==> src/rtl/stc_pkg.sv <==
// Package for the step sequencer transport: command codes, controller states
// and fixed field widths. No dependencies; used by stc_div and the top level.
`timescale 1ns / 1ps

package stc_pkg;

    localparam int FIELD_W = 11;
    localparam int PAT_W   = 6;
    localparam int CALC_W  = 24;

    localparam logic [PAT_W-1:0] PATTERN_TOP = 6'd63;

    typedef logic [3:0] func_t;

    localparam func_t FN_STEP          = 4'd0;
    localparam func_t FN_SET_PATTERN   = 4'd1;
    localparam func_t FN_ADD_PATTERN   = 4'd2;
    localparam func_t FN_SET_MEASURE   = 4'd3;
    localparam func_t FN_SET_STEP_IN_M = 4'd4;
    localparam func_t FN_SET_STEP      = 4'd5;
    localparam func_t FN_LOCK          = 4'd6;
    localparam func_t FN_UNLOCK        = 4'd7;
    localparam func_t FN_TOGGLE_RUN    = 4'd8;
    localparam func_t FN_SET_RUN       = 4'd9;
    localparam func_t FN_TOGGLE_RECORD = 4'd10;
    localparam func_t FN_REWIND        = 4'd11;
    localparam func_t FN_TAKE_DIRTY    = 4'd12;
    localparam func_t FN_QUERY         = 4'd13;

    typedef enum logic [2:0] {
        ST_IDLE,
        ST_RUN1,
        ST_WAIT1,
        ST_APPLY,
        ST_RUN2,
        ST_WAIT2,
        ST_OUT
    } state_t;

endpackage

==> src/rtl/stc_div.sv <==
// Bit-serial restoring divider with C truncating sign rules, one quotient bit
// per cycle. Depends on stc_pkg for the divisor width.
`timescale 1ns / 1ps

module stc_div #(
    parameter int DW = 11
) (
    input  logic                              aclk,
    input  logic                              aresetn,
    input  logic                              start,
    input  logic signed [DW:0]                dividend,
    input  logic [stc_pkg::FIELD_W-1:0]       divisor,
    output logic                              done,
    output logic signed [DW:0]                quot,
    output logic signed [stc_pkg::FIELD_W:0]  rem
);

    localparam int RW    = stc_pkg::FIELD_W;
    localparam int CNT_W = $clog2(DW);

    logic             busy_reg, busy_next;
    logic             done_reg, done_next;
    logic [CNT_W-1:0] cnt_reg, cnt_next;
    logic             neg_reg;
    logic [DW-1:0]    dq_reg;
    logic [RW-1:0]    rem_reg;
    logic [RW-1:0]    dvs_reg;

    logic signed [DW:0] neg_dividend;
    logic [DW-1:0]      mag;
    logic [RW:0]        part;
    logic [RW:0]        diff;
    logic               fits;
    logic signed [DW:0] qpos;
    logic signed [RW:0] rpos;

    assign neg_dividend = -dividend;
    assign mag  = dividend[DW] ? neg_dividend[DW-1:0] : dividend[DW-1:0];
    assign part = {rem_reg, dq_reg[DW-1]};
    assign fits = (part >= {1'b0, dvs_reg});
    assign diff = part - {1'b0, dvs_reg};
    assign qpos = {1'b0, dq_reg};
    assign rpos = {1'b0, rem_reg};
    assign quot = neg_reg ? -qpos : qpos;
    assign rem  = neg_reg ? -rpos : rpos;
    assign done = done_reg;

    always_comb begin
        busy_next = busy_reg;
        cnt_next  = cnt_reg;
        done_next = 1'b0;
        if (start) begin
            busy_next = 1'b1;
            cnt_next  = CNT_W'(DW - 1);
        end else if (busy_reg) begin
            cnt_next = cnt_reg - 1'b1;
            if (cnt_reg == '0) begin
                busy_next = 1'b0;
                done_next = 1'b1;
            end
        end
    end

    always_ff @(posedge aclk) begin
        if (!aresetn) begin
            busy_reg <= 1'b0;
            done_reg <= 1'b0;
            cnt_reg  <= '0;
        end else begin
            busy_reg <= busy_next;
            done_reg <= done_next;
            cnt_reg  <= cnt_next;
        end
    end

    always_ff @(posedge aclk) begin
        if (start) begin
            neg_reg <= dividend[DW];
            dq_reg  <= mag;
            rem_reg <= '0;
            dvs_reg <= divisor;
        end else if (busy_reg) begin
            rem_reg <= fits ? diff[RW-1:0] : part[RW-1:0];
            dq_reg  <= {dq_reg[DW-2:0], fits};
        end
    end

endmodule

==> src/rtl/sequencer_transport_control.sv <==
// Top level of the step sequencer transport: request decode, transport state
// and result register. Depends on stc_pkg and two stc_div lanes.
`timescale 1ns / 1ps

// Each request is handled in two passes of the DW-bit dividers, where DW is
// the larger of 11 and clog2(MAX_STEPS)+1: the first pass divides the old step
// and the wrap or argument term, the second divides the new step for the
// measure and step-in-measure results. A new request is accepted only after
// the previous one has been loaded into the result register. The result
// register lets the next request be taken while a finished result still
// waits on m_tready.

module sequencer_transport_control #(
    parameter int MAX_STEPS = 1024
) (
    input  logic        aclk,
    input  logic        aresetn,
    input  logic        s_tvalid,
    output logic        s_tready,
    // func[3:0], value[14:4], steps_per_measure[25:15], steps_in_pattern[36:26]
    input  logic [39:0] s_tdata,
    output logic        m_tvalid,
    input  logic        m_tready,
    // pattern_now[5:0], step_now[16:6], measure_now[26:17],
    // step_in_measure_now[37:27], run_flag[38], lock_flag[39],
    // record_flag[40], armed_flag[41], changed_flag[42]
    output logic [47:0] m_tdata,
    output logic        m_tlast
);

    localparam int SW = $clog2(MAX_STEPS) + 1;
    localparam int DW = (SW > stc_pkg::FIELD_W) ? SW : stc_pkg::FIELD_W;
    localparam int CW = stc_pkg::CALC_W;
    localparam int FW = stc_pkg::FIELD_W;
    localparam int PW = stc_pkg::PAT_W;

    localparam logic signed [CW-1:0] STEP_TOP    = CW'(MAX_STEPS - 1);
    localparam logic signed [CW-1:0] STEP_NONE_W = '1;
    localparam logic signed [SW-1:0] STEP_NONE   = '1;

    stc_pkg::state_t state_reg, state_next;

    stc_pkg::func_t    func_reg;
    logic signed [FW-1:0] val_reg;
    logic [FW-1:0]     spm_reg;
    logic [FW-1:0]     sip_reg;
    logic signed [CW-1:0] prod_reg;

    logic [PW-1:0]        pattern_reg, pattern_next;
    logic signed [SW-1:0] step_reg, step_next;
    logic running_reg, running_next;
    logic locked_reg, locked_next;
    logic recording_reg, recording_next;
    logic armed_reg, armed_next;
    logic dirty_reg, dirty_next;
    logic changed_reg, changed_next;

    logic        m_valid_reg, m_valid_next;
    logic [47:0] m_data_reg, m_data_next;
    logic        m_last_reg, m_last_next;

    logic signed [CW-1:0] step_w, step_inc_w, val_w, spm_w, sip_w;
    logic signed [CW-1:0] ra_w, rb_w, first_w;
    logic signed [CW-1:0] ns_w, fst_w, sat_w, last_w, pat_w;
    logic [PW-1:0]        pat_clamp;

    logic                 start_a, start_b, done_a, done_b;
    logic signed [DW:0]   dividend_b;
    logic [FW-1:0]        divisor_b;
    logic signed [DW:0]   quot_a, quot_b;
    logic signed [FW:0]   rem_a, rem_b;
    logic                 s_accept;

    function automatic logic signed [CW-1:0] sat_step(input logic signed [CW-1:0] s);
        logic signed [CW-1:0] r;
        r = s;
        if (s < STEP_NONE_W) begin
            r = STEP_NONE_W;
        end else if (s > STEP_TOP) begin
            r = STEP_TOP;
        end
        return r;
    endfunction

    function automatic logic [PW-1:0] clamp_pat(input logic signed [CW-1:0] p);
        logic [PW-1:0] r;
        r = p[PW-1:0];
        if (p < 0) begin
            r = '0;
        end else if (p > CW'(stc_pkg::PATTERN_TOP)) begin
            r = stc_pkg::PATTERN_TOP;
        end
        return r;
    endfunction

    assign s_accept   = s_tvalid && s_tready;
    assign s_tready   = (state_reg == stc_pkg::ST_IDLE);
    assign m_tvalid   = m_valid_reg;
    assign m_tdata    = m_data_reg;
    assign m_tlast    = m_last_reg;

    assign step_w     = {{(CW-SW){step_reg[SW-1]}}, step_reg};
    assign step_inc_w = step_w + 1'b1;
    assign val_w      = {{(CW-FW){val_reg[FW-1]}}, val_reg};
    assign spm_w      = {{(CW-FW){1'b0}}, spm_reg};
    assign sip_w      = {{(CW-FW){1'b0}}, sip_reg};
    assign ra_w       = {{(CW-FW-1){rem_a[FW]}}, rem_a};
    assign rb_w       = {{(CW-FW-1){rem_b[FW]}}, rem_b};
    assign first_w    = step_w - ra_w;

    assign start_a    = (state_reg == stc_pkg::ST_RUN1) || (state_reg == stc_pkg::ST_RUN2);
    assign start_b    = (state_reg == stc_pkg::ST_RUN1);
    assign dividend_b = (func_reg == stc_pkg::FN_STEP) ? step_inc_w[DW:0] : val_w[DW:0];
    assign divisor_b  = (func_reg == stc_pkg::FN_STEP) ? sip_reg : spm_reg;

    stc_div #(.DW(DW)) u_div_a (
        .aclk     (aclk),
        .aresetn  (aresetn),
        .start    (start_a),
        .dividend (step_w[DW:0]),
        .divisor  (spm_reg),
        .done     (done_a),
        .quot     (quot_a),
        .rem      (rem_a)
    );

    stc_div #(.DW(DW)) u_div_b (
        .aclk     (aclk),
        .aresetn  (aresetn),
        .start    (start_b),
        .dividend (dividend_b),
        .divisor  (divisor_b),
        .done     (done_b),
        .quot     (quot_b),
        .rem      (rem_b)
    );

    always_ff @(posedge aclk) begin
        if (s_accept) begin
            func_reg <= s_tdata[3:0];
            val_reg  <= s_tdata[14:4];
            spm_reg  <= (s_tdata[25:15] == '0) ? FW'(1) : s_tdata[25:15];
            sip_reg  <= (s_tdata[36:26] == '0) ? FW'(1) : s_tdata[36:26];
        end
        prod_reg   <= spm_w * val_w;
        m_data_reg <= m_data_next;
        m_last_reg <= m_last_next;
    end

    always_ff @(posedge aclk) begin
        if (!aresetn) begin
            state_reg     <= stc_pkg::ST_IDLE;
            pattern_reg   <= '0;
            step_reg      <= STEP_NONE;
            running_reg   <= 1'b1;
            locked_reg    <= 1'b0;
            recording_reg <= 1'b0;
            armed_reg     <= 1'b0;
            dirty_reg     <= 1'b1;
            changed_reg   <= 1'b1;
            m_valid_reg   <= 1'b0;
        end else begin
            state_reg     <= state_next;
            pattern_reg   <= pattern_next;
            step_reg      <= step_next;
            running_reg   <= running_next;
            locked_reg    <= locked_next;
            recording_reg <= recording_next;
            armed_reg     <= armed_next;
            dirty_reg     <= dirty_next;
            changed_reg   <= changed_next;
            m_valid_reg   <= m_valid_next;
        end
    end

    always_comb begin
        state_next     = state_reg;
        pattern_next   = pattern_reg;
        step_next      = step_reg;
        running_next   = running_reg;
        locked_next    = locked_reg;
        recording_next = recording_reg;
        armed_next     = armed_reg;
        dirty_next     = dirty_reg;
        changed_next   = changed_reg;
        m_valid_next   = m_valid_reg && !m_tready;
        m_data_next    = m_data_reg;
        m_last_next    = m_last_reg;
        ns_w           = rb_w;
        fst_w          = '0;
        sat_w          = '0;
        last_w         = prod_reg + spm_w - 1'b1;
        pat_w          = (func_reg == stc_pkg::FN_ADD_PATTERN)
                         ? ({{(CW-PW){1'b0}}, pattern_reg} + val_w) : val_w;
        pat_clamp      = clamp_pat(pat_w);

        unique case (state_reg)
            stc_pkg::ST_IDLE: begin
                if (s_accept) begin
                    state_next = stc_pkg::ST_RUN1;
                end
            end
            stc_pkg::ST_RUN1: begin
                state_next = stc_pkg::ST_WAIT1;
            end
            stc_pkg::ST_WAIT1: begin
                if (done_a && done_b) begin
                    state_next = stc_pkg::ST_APPLY;
                end
            end
            stc_pkg::ST_APPLY: begin
                state_next = stc_pkg::ST_RUN2;
                unique case (func_reg) inside
                    stc_pkg::FN_STEP: begin
                        if (running_reg) begin
                            dirty_next = 1'b1;
                            if (locked_reg) begin
                                fst_w = first_w;
                                if (!(rb_w >= first_w && rb_w < first_w + spm_w)) begin
                                    ns_w = first_w;
                                end
                            end
                            sat_w     = sat_step(ns_w);
                            step_next = sat_w[SW-1:0];
                            if (sat_w == fst_w) begin
                                if (recording_reg) begin
                                    armed_next     = 1'b0;
                                    recording_next = 1'b0;
                                end else if (armed_reg) begin
                                    armed_next     = 1'b0;
                                    recording_next = 1'b1;
                                end
                            end
                        end
                    end
                    stc_pkg::FN_SET_PATTERN, stc_pkg::FN_ADD_PATTERN: begin
                        if (func_reg == stc_pkg::FN_ADD_PATTERN && val_reg != '0) begin
                            dirty_next = 1'b1;
                        end
                        if (pat_clamp != pattern_reg) begin
                            dirty_next   = 1'b1;
                            pattern_next = pat_clamp;
                            step_next    = STEP_NONE;
                        end
                    end
                    stc_pkg::FN_SET_MEASURE: begin
                        if (step_w < prod_reg || step_w > last_w) begin
                            dirty_next = 1'b1;
                            sat_w      = sat_step(last_w);
                            step_next  = sat_w[SW-1:0];
                        end
                    end
                    stc_pkg::FN_SET_STEP_IN_M, stc_pkg::FN_SET_STEP: begin
                        if (func_reg == stc_pkg::FN_SET_STEP) begin
                            sat_w = sat_step(val_w);
                        end else begin
                            sat_w = sat_step(first_w + rb_w);
                        end
                        if (sat_w != step_w) begin
                            dirty_next = 1'b1;
                        end
                        step_next = sat_w[SW-1:0];
                    end
                    stc_pkg::FN_LOCK: begin
                        if (!locked_reg) begin
                            dirty_next = 1'b1;
                        end
                        locked_next = 1'b1;
                    end
                    stc_pkg::FN_UNLOCK: begin
                        if (locked_reg) begin
                            dirty_next = 1'b1;
                        end
                        locked_next = 1'b0;
                    end
                    stc_pkg::FN_TOGGLE_RUN: begin
                        dirty_next   = 1'b1;
                        running_next = !running_reg;
                    end
                    stc_pkg::FN_SET_RUN: begin
                        if (running_reg != (val_reg != '0)) begin
                            dirty_next = 1'b1;
                        end
                        running_next = (val_reg != '0);
                    end
                    stc_pkg::FN_TOGGLE_RECORD: begin
                        dirty_next = 1'b1;
                        if (!recording_reg) begin
                            armed_next = !armed_reg;
                        end else begin
                            recording_next = 1'b0;
                            armed_next     = 1'b0;
                        end
                    end
                    stc_pkg::FN_REWIND: begin
                        dirty_next = 1'b1;
                        step_next  = STEP_NONE;
                    end
                    stc_pkg::FN_TAKE_DIRTY: begin
                        dirty_next = 1'b0;
                    end
                    default: begin
                    end
                endcase
                changed_next = (func_reg == stc_pkg::FN_TAKE_DIRTY) ? dirty_reg : dirty_next;
            end
            stc_pkg::ST_RUN2: begin
                state_next = stc_pkg::ST_WAIT2;
            end
            stc_pkg::ST_WAIT2: begin
                if (done_a) begin
                    state_next = stc_pkg::ST_OUT;
                end
            end
            stc_pkg::ST_OUT: begin
                if (!m_valid_reg || m_tready) begin
                    m_valid_next = 1'b1;
                    m_data_next  = {5'b0, changed_reg, armed_reg, recording_reg,
                                    locked_reg, running_reg, rem_a[FW-1:0],
                                    quot_a[9:0], step_w[FW-1:0], pattern_reg};
                    m_last_next  = (step_w == sip_w - 1'b1);
                    state_next   = stc_pkg::ST_IDLE;
                end
            end
            default: begin
                state_next = stc_pkg::ST_IDLE;
            end
        endcase
    end

    assert property (@(posedge aclk) disable iff (!aresetn)
        !(recording_reg && armed_reg))
        else $error("recording and armed set together");

    assert property (@(posedge aclk) disable iff (!aresetn)
        (step_w >= STEP_NONE_W) && (step_w <= STEP_TOP))
        else $error("step position out of range");

    assert property (@(posedge aclk) disable iff (!aresetn)
        s_accept |=> (state_reg == stc_pkg::ST_RUN1))
        else $error("accepted request did not start the divider pass");

    assert property (@(posedge aclk) disable iff (!aresetn)
        (state_reg == stc_pkg::ST_OUT && (!m_valid_reg || m_tready))
        |=> (m_valid_reg && state_reg == stc_pkg::ST_IDLE))
        else $error("result was not loaded into the output register");

endmodule

==> config.mk <==
export PLATFORM = sky130hd
export DESIGN_NAME = sequencer_transport_control
export DESIGN_NICKNAME = d
export VERILOG_FILES = /design/src/rtl/stc_pkg.sv /design/src/rtl/stc_div.sv /design/src/rtl/sequencer_transport_control.sv
export SDC_FILE = /design/constraint.sdc
export NUM_CORES = 1
export LEC_CHECK = 0
export ABC_AREA = 1
export BUFFER_PORTS_ARGS = -buffer_cell sky130_fd_sc_hd__buf_2
export CAP_MARGIN = 20
export CORE_MARGIN = 1
export CORE_UTILIZATION = 40
export DETAILED_ROUTE_END_ITERATION = 10
export GPL_TIMING_DRIVEN = 0
export SLEW_MARGIN = 20
export SYNTH_ARGS = -nofsm -noshare
export SYNTH_HDL_FRONTEND = slang
export SYNTH_SLANG_ARGS = --single-unit
export TNS_END_PERCENT = 30
==> constraint.sdc <==
create_clock -name aclk -period 12.4 [get_ports aclk]
set_input_delay 1.86 -clock aclk [delete_from_list [all_inputs] [get_ports aclk]]
set_output_delay 1.86 -clock aclk [all_outputs]
set_load 0.02 [all_outputs]
==> impl_metrics.tcl, run 1 <==
set metrics [dict create \
    dieHeight_um 232 \
    cp-start-kind "register" \
    critical_path_class "register to register" \
    timing.hold.ws_ps 441 \
    end_kind "register" \
    yosys-top-cells-area "edfxtp_1, ha_1, nand2_1" \
    fill_cells 5220 \
    io_buffers 86 \
    reg2reg_to "armed_reg" \
    wl_per_cell_um 17.9 \
    grt_pass1_wl_um 100000 \
    drv_cap 0 \
    gp_congestion 0.961 \
    rsz0062_at_grt "no" \
    fmax_ghz 0.118 \
    rrSetupSlack_ps 3900 \
    final-hold-violation-count 0 \
    crit_top_cell "nand2_1" \
    drc 0 \
    largest_reg_flops 43 \
    coreArea_mm2 0.0517 \
    min_to "m_tdata[42]" \
    vias_per_cell 5.21 \
    required_ps 12860 \
    startpoint "u_div_a.neg_reg" \
    ys.flop_type "edfxtp_1" \
    worst_ep_arrival_time_ps 8960 \
    drv_slew 0 \
    grt_pass1_vias 18300 \
    detail_route.iter0.violations 1140 \
    die_x_um 232 \
    synth_edf_count 127 \
    ys_types 70 \
    tightest_slew_ps 1070 \
    worst_skew_pair.late_latency_ps 580 \
    grt_usage_pct 24.1 \
    holdBufCountCts 0 \
    synth_top_area_share_pct 18.0 \
    hold_path.class "register to register" \
    multi_input_area_mm2 0.0133 \
    slowest_delay_ps 670 \
    yosys.area.top_type "edfxtp_1" \
    syn-mean-instance-area_um2 7.50 \
    syn_inst 2820 \
    cts_buffer_depth 3 \
    status "complete, no violations" \
    yosys_warnings 0 \
    die_area_mm2 0.0538 \
    tns_ps 0 \
    drt_first_pass_iters 5 \
    ys_top_cells_by_count "nand2_1, inv_1, ha_1" \
    ys_seq_elements 211 \
    post-route-period-util_pct 68.5 \
    antenna_found_initial 4 \
    dp_hpwl_um 52900 \
    wirelength_um 65100 \
    cts.root.buffer_cell "clkbuf_16" \
    period_needed_ps 8500 \
    cts_tree "done" \
    grt-ovfl-total 0 \
    slew_headroom_pct 26.5 \
    worstHoldStart "changed_reg" \
    yosysMostFrequentCell "nand2_1" \
    crit_slowest_cell "o21ai_0" \
    cts.clk_slew.worst_paths_ps 60 \
    worstPathMaxFanout 10 \
    seqCellArea_mm2 0.00550 \
    seq_area_frac_synth_pct 26.0 \
    ys_async_sr_fraction_pct 0 \
    rows 83 \
    clock_skew_ps 19.0 \
    cts_max_level 1 \
    reg2reg_from "u_div_a.neg_reg" \
    synthesis.area_mm2 0.0211 \
    hold_path_depth 0 \
    area_growth_pct 10.4 \
    post_cts.repair.setup_buffers 0 \
    diodes 0 \
    cts_resized 0 \
    cts_num_sinks 211 \
    drive_above_1_share_pct 8.03 \
    setup-violations-final 0 \
    worstRegToRegCells 49 \
    cts_made_buffers 25 \
    vias 19000 \
    grt_start_max_net_pins 32 \
    num_io_pins 95 \
    ant_nets 0 \
    initial_core_util_pct 40.9 \
    num-nets-final 3322 \
]
-- logic make-up (layout without fill, tap and decap cells) --
family          Yosys count  count (layout)  share of synthesized area, %
other cells               1               5                        0.0177
compound gates          460             460                          12.4
flops                   211             211                          26.0
xor+xnor                142             142                          5.92
fa+ha+maj               333             333                          22.8
simple gates           1060            1060                          21.7
buf+inv                 613             753                          11.1
-- worst max-delay path, delay by kind of cell (launching register included) --
family,cells,cell delay (ps)
simple gates,27,2880
compound gates,12,2670
buf+inv,6,1210
fa+ha+maj,3,970
flops,1,450
xor+xnor,1,170
-- worst max-delay path by stage --
stage,endpoint,slack [ps],cells past startpoint
2_1_floorplan,armed_reg,6250,44
3_3_place_gp,recording_reg,4030,49
3_5_place_dp,armed_reg,3950,49
4_1_cts,armed_reg,3920,49
5_1_grt,armed_reg,3050,49
6_report,armed_reg,3900,49
-- through the flow --
step / instance area [µm²] / worst slack, ps / util [%] / std cells
global placement: 22400 / 4030 / 43.4 / 3590
floorplan: 21200 / 6250 / - / 2824
detailed placement: 22500 / 3950 / 43.5 / 3598
global route: 23300 / 3050 / 45.1 / 3644
finish: 23300 / 3900 / 45.1 / 3644
CTS: 23300 / 3920 / 45.1 / 3644
-- final cells by class --
cell class              instances  area share [%]
inverters                     519            8.35
flip-flops and latches        211            23.5
repair buffers                 94            2.11
clock buffers                  31            2.95
plain buffers                  94            1.73
well taps                     680            3.65
multi-input cells            2000            57.1
clock inverters                15           0.584
-- cells in the final DEF, fill, tap and decap left out, drive strengths merged, types with 12 or more instances in the layout --
| cell | n |
|---|---|
| clkinv | 12 |
| dfxtp | 84 |
| nand3 | 150 |
| nand4 | 35 |
| o21ai | 180 |
| xor2 | 109 |
| ha | 245 |
| o22ai | 19 |
| edfxtp | 127 |
| inv | 518 |
| nor4 | 15 |
| fa | 88 |
| buf | 111 |
| nor3 | 42 |
| nand2 | 591 |
| clkbuf | 108 |
| nor2 | 203 |
| xnor2 | 33 |
| a21oi | 184 |
-- per-layer routing --
layer | routed length, µm | global-route usage [%] | up-vias
met5 | 0 | 0 | -
met1 | 27700 | 30.7 | 8965
met4 | 2220 | 8.22 | 0
met3 | 3310 | 2.23 | 102
li1 | - | - | 9407
met2 | 31900 | 42.4 | 522
Power of run 1 is left out: the tool's default activity adds up to more than one toggle a clock period on the data nets, which glitch-free logic cannot reach.
==> run 2: changes to the inputs <==
==> constraint.sdc (replaced) <==
create_clock -name aclk -period 7.6 [get_ports aclk]
set_input_delay 1.14 -clock aclk [delete_from_list [all_inputs] [get_ports aclk]]
set_output_delay 1.14 -clock aclk [all_outputs]
set_load 0.02 [all_outputs]
==> run 2 against run 1 <==
Compared with the run above: first-iteration DRC count is 4.5% higher; sequential share of layout area is 0.098 points lower; clock-buffer cell count stayed put.
==> impl_metrics.tcl, run 2 (same netlist as run 1, synthesis figures left out) <==
set metrics [dict create \
    cts_max_level 1 \
    end_kind "register" \
    hold_path_depth 0 \
    required_ps 8060 \
    ant_nets 0 \
    slew_headroom_pct 25.2 \
    wl_per_cell_um 17.9 \
    detail_route.iter0.violations 1191 \
    timing.hold.ws_ps 441 \
    cts_made_buffers 25 \
    cp-start-kind "register" \
    cts_buffer_depth 3 \
    die_area_mm2 0.0538 \
    tightest_slew_ps 1090 \
    num-nets-final 3326 \
    crit_top_cell "nand2_1" \
    final-hold-violation-count 0 \
    worstPathMaxFanout 10 \
    worst_skew_pair.late_latency_ps 580 \
    grt_usage_pct 24.1 \
    worst_ep_arrival_time_ps 7410 \
    period_needed_ps 6950 \
    area_growth_pct 10.9 \
    clock_skew_ps 22.3 \
    largest_reg_flops 43 \
    coreArea_mm2 0.0517 \
    vias_per_cell 5.21 \
    critical_path_class "register to register" \
    cts_tree "done" \
    hold_path.class "register to register" \
    io_buffers 86 \
    post-route-period-util_pct 91.5 \
    cts.clk_slew.worst_paths_ps 70 \
    drv_cap 0 \
    fmax_ghz 0.144 \
    dieHeight_um 232 \
    cts.root.buffer_cell "clkbuf_16" \
    die_x_um 232 \
    slowest_delay_ps 390 \
    gp_congestion 0.961 \
    drv_slew 0 \
    grt_start_max_net_pins 32 \
    grt_pass1_wl_um 100000 \
    vias 19000 \
    drive_above_1_share_pct 8.79 \
    layout_common_cells "nand2_1, inv_1, ha_1" \
    crit_slowest_cell "dfxtp_1" \
    status "complete, no violations" \
    setup-violations-final 0 \
    initial_core_util_pct 40.9 \
    drt_first_pass_iters 5 \
    num_io_pins 95 \
    wirelength_um 65100 \
    diodes 0 \
    drc 0 \
    rows 83 \
    cts_num_sinks 211 \
    grt_pass1_vias 18300 \
    worstRegToRegCells 49 \
    layout_commonest_cell "nand2_1" \
    antenna_found_initial 4 \
    grt-ovfl-total 0 \
    dp_hpwl_um 52900 \
]
==> run 2: cell types whose count changed in the layout (fill, tap and decap cells not counted), sizes merged <==
cell,delta
clkbuf,-1
clkinvlp,+1
buf,+5
inv,-1
==> run 2: per-layer routing <==
| layer | part of all wire, % | track usage (%) | vias up |
|---|---|---|---|
| li1 | - | - | 9429 |
| met1 | 43 | 30.7 | 8947 |
| met2 | 49 | 42.4 | 534 |
| met3 | 5.1 | 2.17 | 93 |
| met4 | 3.3 | 8.08 | 0 |
| met5 | 0 | 0 | - |
==> run 2: final timing paths <==
| path | start | end | slack (ps) |
|---|---|---|---|
| setup / recovery | step_reg[0] | armed_reg | 650 |
| setup reg to reg | step_reg[0] | armed_reg | 650 |
| hold reg to reg | changed_reg | m_tdata[42] | 440 |
| hold / removal | changed_reg | m_tdata[42] | 440 |
==> run 2: critical path, delay by kind of cell (launching register included) <==
family	cells	cell delay (ps)
AO/OA/AOI/OAI	7	910
adder cells (fa/ha/maj)	4	1120
buffers and inverters	6	1150
flip-flops	1	390
AND/OR/NAND/NOR	32	3280
==> run 2: cell type report <==
type                    count  area [µm²]
clock inverters            15         136
inverters                 519        1950
clock buffers              31         689
plain buffers              93         408
fillers                  5216       28300
multi-input cells        2000       13400
flip-flops and latches    211        5500
well taps                 680         851
repair buffers             99         529
==> run 2: repair_timing <==
| action | in CTS | in global routing |
|---|---|---|
| setup buffers | 0 | 5 |
| hold buffers | 0 | 0 |
| pin swaps | 0 | 4 |
| cloned | 0 | 0 |
| resized for setup | 6 | 25 |
| endpoints found under the setup margin | 11 | 11 |
==> run 2: metrics by stage <==
step           TNS, ps  std cells  util [%]  instance area [µm²]  setup slack, ps
2_1_floorplan        0       2824         -                21200             1450
3_3_place_gp     -3420       3590      43.4                22400             -772
3_5_place_dp     -4060       3598      43.5                22500             -846
4_1_cts              0       3643      45.1                23300             28.5
5_1_grt         -0.319       3648      45.4                23500           -0.319
6_report             0       3648      45.4                23500              646
Power of run 2 is left out for the same reason.
